**config.mk**
```make
export PLATFORM = sky130hd
export DESIGN_NAME = sfct_ram
export DESIGN_NICKNAME = d
export VERILOG_FILES = /design/src/sv/sfct_ram.sv
export SDC_FILE = /design/constraint.sdc
export NUM_CORES = 1
export LEC_CHECK = 0
export ABC_AREA = 1
export BUFFER_PORTS_ARGS = -buffer_cell sky130_fd_sc_hd__buf_4
export CORE_MARGIN = 1.5
export CORE_UTILIZATION = 61
export DETAILED_ROUTE_END_ITERATION = 16
export PLACE_DENSITY = 0.87
export SKIP_CTS_REPAIR_TIMING = 1
export SLEW_MARGIN = 20
export SYNTH_ARGS = -nofsm -noshare
export SYNTH_HDL_FRONTEND = slang
export SYNTH_SLANG_ARGS = --single-unit
```
**constraint.sdc**
```tcl
create_clock -name clk_i -period 1.59 [get_ports clk_i]
set_clock_uncertainty 0.1 [all_clocks]
set_input_delay 0.2385 -clock clk_i [delete_from_list [all_inputs] [get_ports clk_i]]
set_output_delay 0.2385 -clock clk_i [all_outputs]
set_load 0.01 [all_outputs]
```
**src/sv/sfct_ram.sv**
```systemverilog
// ----------------------------------------------------------------------------
// sfct_ram: simple dual-port memory
// One write port and one read port with a registered read result.
// ----------------------------------------------------------------------------
module sfct_ram #(
  parameter int unsigned WIDTH = 8,
  parameter int unsigned DEPTH = 16,
  localparam int unsigned AW   = (DEPTH > 1) ? $clog2(DEPTH) : 1
) (
  input  logic             clk_i,
  input  logic             we_i,
  input  logic [AW-1:0]    waddr_i,
  input  logic [WIDTH-1:0] wdata_i,
  input  logic             re_i,
  input  logic [AW-1:0]    raddr_i,
  output logic [WIDTH-1:0] rdata_o
);

  logic [WIDTH-1:0] mem_q [DEPTH];
  logic [WIDTH-1:0] rdata_q;

  // Write and registered read; a read returns the old contents on a collision.
  always_ff @(posedge clk_i) begin
    if (we_i) begin
      mem_q[waddr_i] <= wdata_i;
    end
    if (re_i) begin
      rdata_q <= mem_q[raddr_i];
    end
  end

  assign rdata_o = rdata_q;

endmodule

```
After elaboration in Yosys (flattened, before gate mapping)
Memory sizes are Yosys's and may differ from the RTL's. A register that Yosys moved wholly into a read port is not among the register bits.
Cells that the tools add are included.
Storage, ports and cells
  output and inout port bits: 8
  logic and storage cells: 3
  register bits: 0
  bits of input ports: 19
  memories kept: 1
  RAM bits: 128
Memory list
  mem_q: depth 16, width 8, read ports 1, clocked after memory_dff 1, write ports 1, line 19  | logic [WIDTH-1:0] mem_q [DEPTH];
Cells by class
  mux-type cells: 2
Operator list (count)
  1-bit 2-to-1 mux: 2

Longest topological paths before layout
Gate-level depths: netlist of run 1.
  depth after elaboration: 2
  gate-level depth with buffers: 8
  mapped depth without buffers: 7

Worst setup path after synthesis of run 1
OpenSTA, ideal clock, no wires.
  path type: input to register
  start: input port waddr_i[2]
  end: memory mem_q[10][0], enable pin
  stages on the path: 2
  buffers on the path: 0
  slack: 0.301 ns
  data required time: 1.120 ns
  arrival: 0.819 ns
  cell sequence: nand3b_1 > nor2_1
RTL lines
  start, declared: line 12  | input logic [AW-1:0] waddr_i,
  end, declared: line 19
Straight into the memory's write port.

Final worst setup path of run 1
  start: register rdata_q[5], in the netlist rdata_o[5], read port of mem_q
  end: output port rdata_o[5]
RTL lines
  start, declared: line 20  | logic [WIDTH-1:0] rdata_q;
  end, declared: line 16  | output logic [WIDTH-1:0] rdata_o
No word-level cell between the ends.

==> reports/qor.tcl, run 1 <==
set qor(cts_tree) {done}
set qor(share_of_async_settable_or_async_resettable_flops_after_synthesis_pct) 0
set qor(drtIter0Drc) 445
set qor(place.port_buffers) 26
set qor(setup_tns_ps) 0
set qor(pwr_density_cell_nw_per_um2) 1230
set qor(synth-xor-area-share_pct) 0
set qor(critPathBufInv) 1
set qor(syn_avg_cell_area_um2) 10.6
set qor(worstPathArrival_ps) 1140
set qor(fillCellCount) 582
set qor(post-route-period-util_pct) 93.0
set qor(antenna_found_initial) 0
set qor(synth_area_leader_cell) {sky130_fd_sc_hd__edfxtp_1}
set qor(gr-total-overflow) 0
set qor(relSlewSlack_pct) 73.7
set qor(grt_start_max_net_pins) 65
set qor(route.final.wire_length_um) 13200
set qor(crit_path_cell_trace) {buf_4}
set qor(drv_slew) 0
set qor(gp_congestion) 0.974
set qor(timing.fmax_ghz) 0.677
set qor(firstDrtPassIters) 5
set qor(antenna_left) 0
set qor(worst_path_dominant_cell_family) {flip-flops}
set qor(worstSetupPathType) {reg2out}
set qor(die_x_um) 101
set qor(max_fo_critical_path) 1
set qor(synth_cell_types) 11
set qor(diodes) 0
set qor(syn_to_final_growth_pct) 19.0
set qor(layout-drive-gt1-share_pct) 13.1
set qor(slowest_delay_ps) 440
set qor(finish.utilization_pct) 75.0
set qor(setup_viols_final) 0
set qor(grt_pass1_vias) 4133
set qor(ys.warnings.count) 0
set qor(seq_area_frac_synth_pct) 69.8
set qor(initial_utilization_pct) 63.0
set qor(nNetsFinal) 623
set qor(synthesis.nets) 570
set qor(yosys_register_bits) 136
set qor(clk_pin_slew_ps) 60
set qor(crit_slowest_cell) {sky130_fd_sc_hd__edfxtp_1}
set qor(clock_sinks) 136
set qor(synth_compound_gate_area_share_pct) 0
set qor(synth_top_family_by_area) {simple AND/OR/NAND/NOR gates}
set qor(design.portCount) 27
set qor(maxCapViolations) 0
set qor(power.ir.vdd_worst_v) 0.000828
set qor(unrepaired_setup_endpoints_after_global_routing) {no}
set qor(synth_fa_ha_area_share_pct) 0
set qor(timing_worst_slew_pin_value_ps) 395
set qor(grt_usage_pct) 28.5
set qor(tritoncts.num_buffers) 17
set qor(synth-simple-area-share_pct) 20.8
set qor(grt_pass1_wl_um) 20600
set qor(yosys-top-cells-area) {sky130_fd_sc_hd__edfxtp_1 70%, sky130_fd_sc_hd__nand2_1 11%, sky130_fd_sc_hd__nand3_1 8.3%}
set qor(clk-insertion-delay-late_ps) 520
set qor(post_synth_instance_area_um2) 5850
set qor(post_dr_wirelength_cell_um) 17.8
set qor(vias_per_cell) 5.48
set qor(setup.worst_path.end_class) {output pin}
set qor(fin_cells) 745
set qor(static-leakage-power_nw) 3.02
set qor(design.core.area_um2) 9280
set qor(rows) 35
set qor(clockRootBuffer) {sky130_fd_sc_hd__clkbuf_8}
set qor(placed_cell_area_um2) 6270
set qor(route.detailed.drc) 0
set qor(run_status) {finished, final reports clean}
set qor(chip_height_um) 101
set qor(yosysTopAreaCellShare_pct) 69.8
set qor(synth_edf_count) 136
set qor(final_hold_viol_count) 0
set qor(fp.dieArea_um2) 10200
set qor(placedCellCount) 705
set qor(cts_max_level) 4
set qor(period_minus_slack_ps) 1480
set qor(synthCells) 551
set qor(synth_most_common_cell) {sky130_fd_sc_hd__nand2_1}
set qor(detailed_place_hpwl_um) 7820
set qor(finish.instance_area_um2) 6960
set qor(synthTopCellsByCount) {173 x sky130_fd_sc_hd__nand2_1, 136 x sky130_fd_sc_hd__edfxtp_1, 100 x sky130_fd_sc_hd__inv_1, 97 x sky130_fd_sc_hd__nand3_1, 17 x sky130_fd_sc_hd__nor2_1}
set qor(holdCritPathClass) {in2reg}
set qor(worstPathRequired_ps) 1250
set qor(worstSetupStartpointType) {flop}
set qor(num_vias) 4082
set qor(clock_tree.buffer_depth) 2
set qor(synth.mux.area_fraction_pct) 0
set qor(ys.flop_type) {sky130_fd_sc_hd__edfxtp_1}
==> final timing paths <==
path                     endpoint  cells after the start                   start  slack (ps)
max reg2reg  rdata_o[4]$_DFFE_PP_                      6   mem_q[0][4]$_DFFE_PP_         270
min reg2reg  rdata_o[1]$_DFFE_PP_                      6  mem_q[12][1]$_DFFE_PP_         680
min          rdata_o[0]$_DFFE_PP_                      3              raddr_i[3]          40
max                    rdata_o[5]                      1    rdata_o[5]$_DFFE_PP_         110
==> per-stage QoR <==
stage	total power [mW]	worst slack [ps]	hold WS, ps
CTS	8.53	107	-76.7
detailed placement	4.66	64.2	447
global placement	4.64	122	448
finish	8.55	112	35.6
floorplan	4.42	301	237
global route	8.77	95.2	36.5
==> registers in the layout, summed over array words and instances, names as in the netlist <==
name and flops:
rdata_o 8, mem_q 128
==> metal layers <==
layer | vias to the layer above | GRT usage [%] | routed length (um)
met5 | - | 0 | 0
met4 | 0 | 16.0 | 363
met3 | 47 | 5.55 | 1170
met2 | 230 | 46.6 | 6650
met1 | 1921 | 35.9 | 5040
li1 | 1884 | - | -
==> power by group <==
group          leakage (nW)  internal [mW]  switching [mW]  total (mW)
Combinational          1.50          0.193           0.362       0.555
Clock                 0.286           2.53            1.40        3.93
Sequential             1.24           4.04          0.0287        4.07
==> kinds of logic (layout without fill, tap and decap cells) <==
logic type / Yosys count / after routing
buffers and inverters: 126 / 191
flip-flops: 136 / 136
AND/OR/NAND/NOR: 289 / 289
==> cells in the final DEF, fill, tap and decap left out, types with 2 or more instances in the layout <==
cell | synthesis | routed
sky130_fd_sc_hd__nor2_1 | 17 | 17
sky130_fd_sc_hd__buf_12 | 0 | 5
sky130_fd_sc_hd__inv_1 | 100 | 100
sky130_fd_sc_hd__clkinv_4 | 0 | 2
sky130_fd_sc_hd__dlygate4sd3_1 | 0 | 9
sky130_fd_sc_hd__edfxtp_1 | 136 | 136
sky130_fd_sc_hd__clkinvlp_4 | 0 | 3
sky130_fd_sc_hd__nand3_1 | 97 | 97
sky130_fd_sc_hd__clkbuf_16 | 0 | 16
sky130_fd_sc_hd__buf_4 | 4 | 44
sky130_fd_sc_hd__clkinv_2 | 0 | 4
sky130_fd_sc_hd__bufinv_16 | 0 | 4
sky130_fd_sc_hd__inv_2 | 2 | 2
sky130_fd_sc_hd__nand3b_1 | 2 | 2
sky130_fd_sc_hd__nand2_1 | 173 | 173
==> area by class of cell <==
class / instances / area [um2] / share of cell area (%)
timing repair buffer: 58 / 520 / 7.48
clock buffer: 18 / 418 / 6.00
clock inverter: 13 / 180 / 2.59
tap: 129 / 161 / 2.32
sequential: 136 / 4080 / 58.7
inverter: 102 / 383 / 5.50
multi-input combinational: 289 / 1210 / 17.4
Note: power is estimated with default switching activity, not from simulation.
==> run 2: changes to the inputs <==
CORE_UTILIZATION = 35   (was 61)
MAX_ROUTING_LAYER = met4   (was not set)
PLACE_DENSITY = 0.58   (was 0.87)
==> reports/qor.tcl, run 2 (same netlist as run 1, synthesis figures left out) <==
set qor(antenna_found_initial) 0
set qor(diodes) 0
set qor(r2r_setup_slack_ps) 320
set qor(nNetsFinal) 614
set qor(r2r.worst_path.cells) 6
set qor(largest_reg_by_ff_count) {mem_q}
set qor(drtIter0Drc) 347
set qor(layout-drive-gt1-share_pct) 13.2
set qor(initial_utilization_pct) 35.5
set qor(rows) 47
set qor(grt_pass1_vias) 3800
set qor(vias_per_cell) 4.64
set qor(setup_viols_final) 0
set qor(grt_start_max_net_pins) 46
set qor(route.final.wire_length_um) 13300
set qor(period_minus_slack_ps) 1410
set qor(tritoncts.num_buffers) 17
set qor(relSlewSlack_pct) 58.7
set qor(run_status) {finished, final reports clean}
set qor(final_critical_path_setup_slack_ps) 179
set qor(final_hold_viol_count) 0
set qor(critPathBufInv) 1
set qor(place.port_buffers) 26
set qor(gp_congestion) 0.805
set qor(fp.dieArea_um2) 17500
set qor(met2_wirelength_um) 6570
set qor(design.portCount) 27
set qor(syn_to_final_growth_pct) 19.2
set qor(timing.hold.worst_path_depth) 1
set qor(timing.fmax_ghz) 0.709
set qor(reg2reg_from) {mem_q[0][7]$_DFFE_PP_}
set qor(grt_usage_pct) 16.9
set qor(highest-signal-layer) {met4}
set qor(crit_slowest_cell) {sky130_fd_sc_hd__edfxtp_1}
set qor(route.met3.wl_um) 719
set qor(setup.worst_path.end_class) {output pin}
set qor(static-leakage-power_nw) 2.97
set qor(drv_slew) 0
set qor(firstDrtPassIters) 5
set qor(die_x_um) 132
set qor(cts_max_level) 4
set qor(worstSetupPathType) {reg2out}
set qor(clock_sinks) 136
set qor(post_dr_wirelength_cell_um) 16.0
set qor(placed_cell_area_um2) 6360
set qor(max_fo_critical_path) 1
set qor(cts_tree) {done}
set qor(grt_pass1_wl_um) 20900
set qor(finish.instance_area_um2) 6970
set qor(worst_path_dominant_cell_family) {flip-flops}
set qor(final_cell_mix) {173 x sky130_fd_sc_hd__nand2_1, 136 x sky130_fd_sc_hd__edfxtp_1, 100 x sky130_fd_sc_hd__inv_1}
set qor(gr-total-overflow) 0
set qor(detailed_place_hpwl_um) 8460
set qor(met1Wirelength_um) 5750
set qor(power.ir.vdd_worst_v) 0.000798
set qor(final_common_cell) {sky130_fd_sc_hd__nand2_1}
set qor(design.core.area_um2) 16500
set qor(worst_hold_path.endpoint) {rdata_o[7]$_DFFE_PP_}
set qor(antenna_left) 0
set qor(num_vias) 3840
set qor(maxCapViolations) 0
set qor(route.detailed.drc) 0
set qor(timing_worst_slew_pin_value_ps) 619
set qor(clk_pin_slew_ps) 60
set qor(chip_height_um) 132
set qor(largest_register_ffs) 128
set qor(clock_tree.buffer_depth) 2
set qor(clk-insertion-delay-late_ps) 420
set qor(worstPathArrival_ps) 1070
set qor(worstSetupStartpointType) {flop}
set qor(dp_slack_ps) -120
set qor(pwr_density_cell_nw_per_um2) 1240
set qor(reg2reg_to) {rdata_o[7]$_DFFE_PP_}
set qor(final_power_mw) 8.64
set qor(holdCritPathClass) {in2reg}
set qor(crit_path_cell_trace) {buf_4}
set qor(slowest_delay_ps) 460
set qor(clockRootBuffer) {sky130_fd_sc_hd__clkbuf_16}
set qor(post-route-period-util_pct) 88.7
set qor(unrepaired_setup_endpoints_after_global_routing) {no}
set qor(source_of_the_worst_hold_timing_path) {re_i}
set qor(worstPathRequired_ps) 1250
[run 2: cell types whose count changed in the layout (fill, tap and decap cells not counted), sizes merged]
cell,previous run,this run
dlygate4sd3,9,0
clkinvlp,3,4
[run 2: final cells by class]
type / count / area [um2]
fillers: 1579 / 9490
flip-flops and latches: 136 / 4080
multi-input cells: 289 / 1210
clock buffers: 18 / 429
repair buffers: 49 / 405
inverters: 102 / 383
well taps: 220 / 275
clock inverters: 14 / 181
[run 2: metrics by stage]
stage	TNS [ps]	util, %	std cells	hold slack, ps
2_1_floorplan	0	-	551	237
6_report	0	42.3	828	18.0
5_1_grt	0	42.3	828	7.80
3_3_place_gp	-139	38.6	796	444
3_5_place_dp	-411	38.6	796	452
4_1_cts	0	42.3	828	3.66
[run 2: how the worst max path moves through the flow]
| stage | start | to | slack, ps | cells after the start |
|---|---|---|---|---|
| final | rdata_o[5]$_DFFE_PP_ | rdata_o[5] | 180 | 1 |
| after global routing | rdata_o[5]$_DFFE_PP_ | rdata_o[5] | 170 | 1 |
| after CTS | rdata_o[5]$_DFFE_PP_ | rdata_o[5] | 190 | 1 |
| after detailed placement | raddr_i[1] | rdata_o[7]$_DFFE_PP_ | -120 | 6 |
| after global placement | raddr_i[1] | rdata_o[7]$_DFFE_PP_ | -60 | 6 |
| after floorplan | waddr_i[2] | mem_q[10][0]$_DFFE_PP_ | 300 | 2 |
[run 2: power by group]
part | switching, mW | leakage [nW] | internal (mW)
combinational | 0.348 | 1.45 | 0.172
sequential | 0.0266 | 1.24 | 4.04
clock | 1.45 | 0.287 | 2.60
[run 2: per-layer routing]
layer / track usage [%] / vias up
met4: 6.35 / 0
li1: - / 1868
met3: 4.34 / 19
met5: - / -
met2: 27.5 / 105
met1: 20.3 / 1848
==> run 3: changes to the inputs <==
RECOVER_POWER = 50   (was not set)
==> reports/qor.tcl, run 3 (same netlist as run 1, synthesis figures left out) <==
set qor(run_status) {finished, final reports clean}
set qor(final_critical_path_setup_slack_ps) 192
set qor(final_hold_viol_count) 0
set qor(antenna_found_initial) 0
set qor(static-leakage-power_nw) 2.93
set qor(cts_max_level) 4
set qor(fin_cells) 828
set qor(post-route-period-util_pct) 87.9
set qor(layout-drive-gt1-share_pct) 11.3
set qor(drtIter0Drc) 368
set qor(post_dr_wirelength_cell_um) 16.1
set qor(gp_congestion) 0.805
set qor(route.met3.wl_um) 568
set qor(grt_pass1_wl_um) 20900
set qor(route.detailed.drc) 0
set qor(clockRootBuffer) {sky130_fd_sc_hd__clkbuf_16}
set qor(place.port_buffers) 26
set qor(tritoncts.num_buffers) 17
set qor(gr-total-overflow) 0
set qor(crit_path_cell_trace) {buf_4}
set qor(fp.dieArea_um2) 17500
set qor(chip_height_um) 132
set qor(largest_register_ffs) 128
set qor(met2_wirelength_um) 6600
set qor(multi_input_comb_area_um2) 1210
set qor(slowest_delay_ps) 450
set qor(maxCapViolations) 0
set qor(detailed_place_hpwl_um) 8460
set qor(worstSetupPathType) {reg2out}
set qor(initial_utilization_pct) 35.5
set qor(firstDrtPassIters) 4
set qor(design.core.area_um2) 16500
set qor(reg2reg_to) {rdata_o[7]$_DFFE_PP_}
set qor(worstPathRequired_ps) 1250
set qor(num_vias) 3854
set qor(pwr_density_cell_nw_per_um2) 1240
set qor(r2r.worst_path.cells) 6
set qor(source_of_the_worst_hold_timing_path) {raddr_i[3]}
set qor(power.ir.vdd_worst_v) 0.000793
set qor(drv_slew) 0
set qor(max_fo_critical_path) 1
set qor(fillCellCount) 1584
set qor(relSlewSlack_pct) 35.8
set qor(final_common_cell) {sky130_fd_sc_hd__nand2_1}
set qor(reg2reg_from) {mem_q[1][7]$_DFFE_PP_}
set qor(unrepaired_setup_endpoints_after_global_routing) {no}
set qor(rows) 47
set qor(critPathBufInv) 1
set qor(setup.worst_path.end_class) {output pin}
set qor(regArea_um2) 4080
set qor(dp_slack_ps) -120
set qor(grt_start_max_net_pins) 46
set qor(worstPathArrival_ps) 1060
set qor(grt_pass1_vias) 3800
set qor(antenna_left) 0
set qor(placedCellCount) 796
set qor(clk_pin_slew_ps) 60
set qor(vias_per_cell) 4.65
set qor(final_cell_mix) {173 x sky130_fd_sc_hd__nand2_1, 136 x sky130_fd_sc_hd__edfxtp_1, 100 x sky130_fd_sc_hd__inv_1}
set qor(syn_to_final_growth_pct) 18.5
set qor(timing.hold.worst_path_depth) 3
set qor(clk-insertion-delay-late_ps) 420
set qor(die_x_um) 132
set qor(setup_viols_final) 0
set qor(holdCritPathClass) {in2reg}
set qor(timing.fmax_ghz) 0.715
set qor(cts_tree) {done}
set qor(worst_path_dominant_cell_family) {flip-flops}
set qor(worstSetupStartpointType) {flop}
set qor(timing_worst_slew_pin_value_ps) 963
set qor(diodes) 0
set qor(met1Wirelength_um) 5940
set qor(design.portCount) 27
set qor(grt_usage_pct) 16.9
set qor(route.final.wire_length_um) 13300
set qor(worst_hold_path.endpoint) {rdata_o[0]$_DFFE_PP_}
set qor(clock_sinks) 136
set qor(nNetsFinal) 614
set qor(clock_tree.buffer_depth) 2
set qor(largest_reg_by_ff_count) {mem_q}
set qor(highest-signal-layer) {met4}
set qor(crit_slowest_cell) {sky130_fd_sc_hd__edfxtp_1}
set qor(period_minus_slack_ps) 1400
set qor(r2r_setup_slack_ps) 310
set qor(setup_tns_ps) 0
[run 3: changes by cell type in the layout (fill, tap and decap cells not counted), sizes merged]
cell,previous run,this run
clkbuf,18,29
buf,49,38
[run 3: cell type report]
type | instances | area share [%]
flip-flops and latches | 136 | 58.9
multi-input cells | 289 | 17.5
clock buffers | 18 | 6.19
inverters | 102 | 5.52
repair buffers | 49 | 5.25
well taps | 220 | 3.97
clock inverters | 14 | 2.62
[run 3: worst max-delay path by stage]
stage / depth (start not counted) / slack, ps / startpoint / end
floorplan: 2 / 300 / waddr_i[2] / mem_q[10][0]$_DFFE_PP_
global placement: 6 / -60 / raddr_i[1] / rdata_o[7]$_DFFE_PP_
detailed placement: 6 / -120 / raddr_i[1] / rdata_o[7]$_DFFE_PP_
CTS: 1 / 190 / rdata_o[5]$_DFFE_PP_ / rdata_o[5]
global route: 1 / 170 / rdata_o[5]$_DFFE_PP_ / rdata_o[5]
finish: 1 / 190 / rdata_o[5]$_DFFE_PP_ / rdata_o[5]
[run 3: metrics by stage]
stage	hold slack [ps]	cell area, um2	utilization (%)	total power [mW]
global placement	444	6360	38.6	4.66
CTS	3.66	6970	42.3	8.71
global route	109	6930	42.1	8.92
detailed placement	452	6360	38.6	4.67
finish	99.7	6930	42.1	8.62
floorplan	237	5850	-	4.42
[run 3: metal layers]
layer	vias up	GRT usage, %
met5	-	-
met2	89	27.5
met4	0	6.35
li1	1869	-
met1	1877	20.3
met3	19	4.34
[run 3: tightest hold or removal path, delay by kind of cell]
kind / cells / cell delay (ps)
buf+inv: 1 / 140
simple gates: 2 / 130
[run 3: power breakdown]
part           leakage [nW]  total, mW  switching, mW  internal, mW
registers              1.24       4.07         0.0271          4.04
logic                  1.41      0.509          0.349         0.160
clock network         0.287       4.05           1.45          2.60
total                  2.93       8.62           1.82          6.80
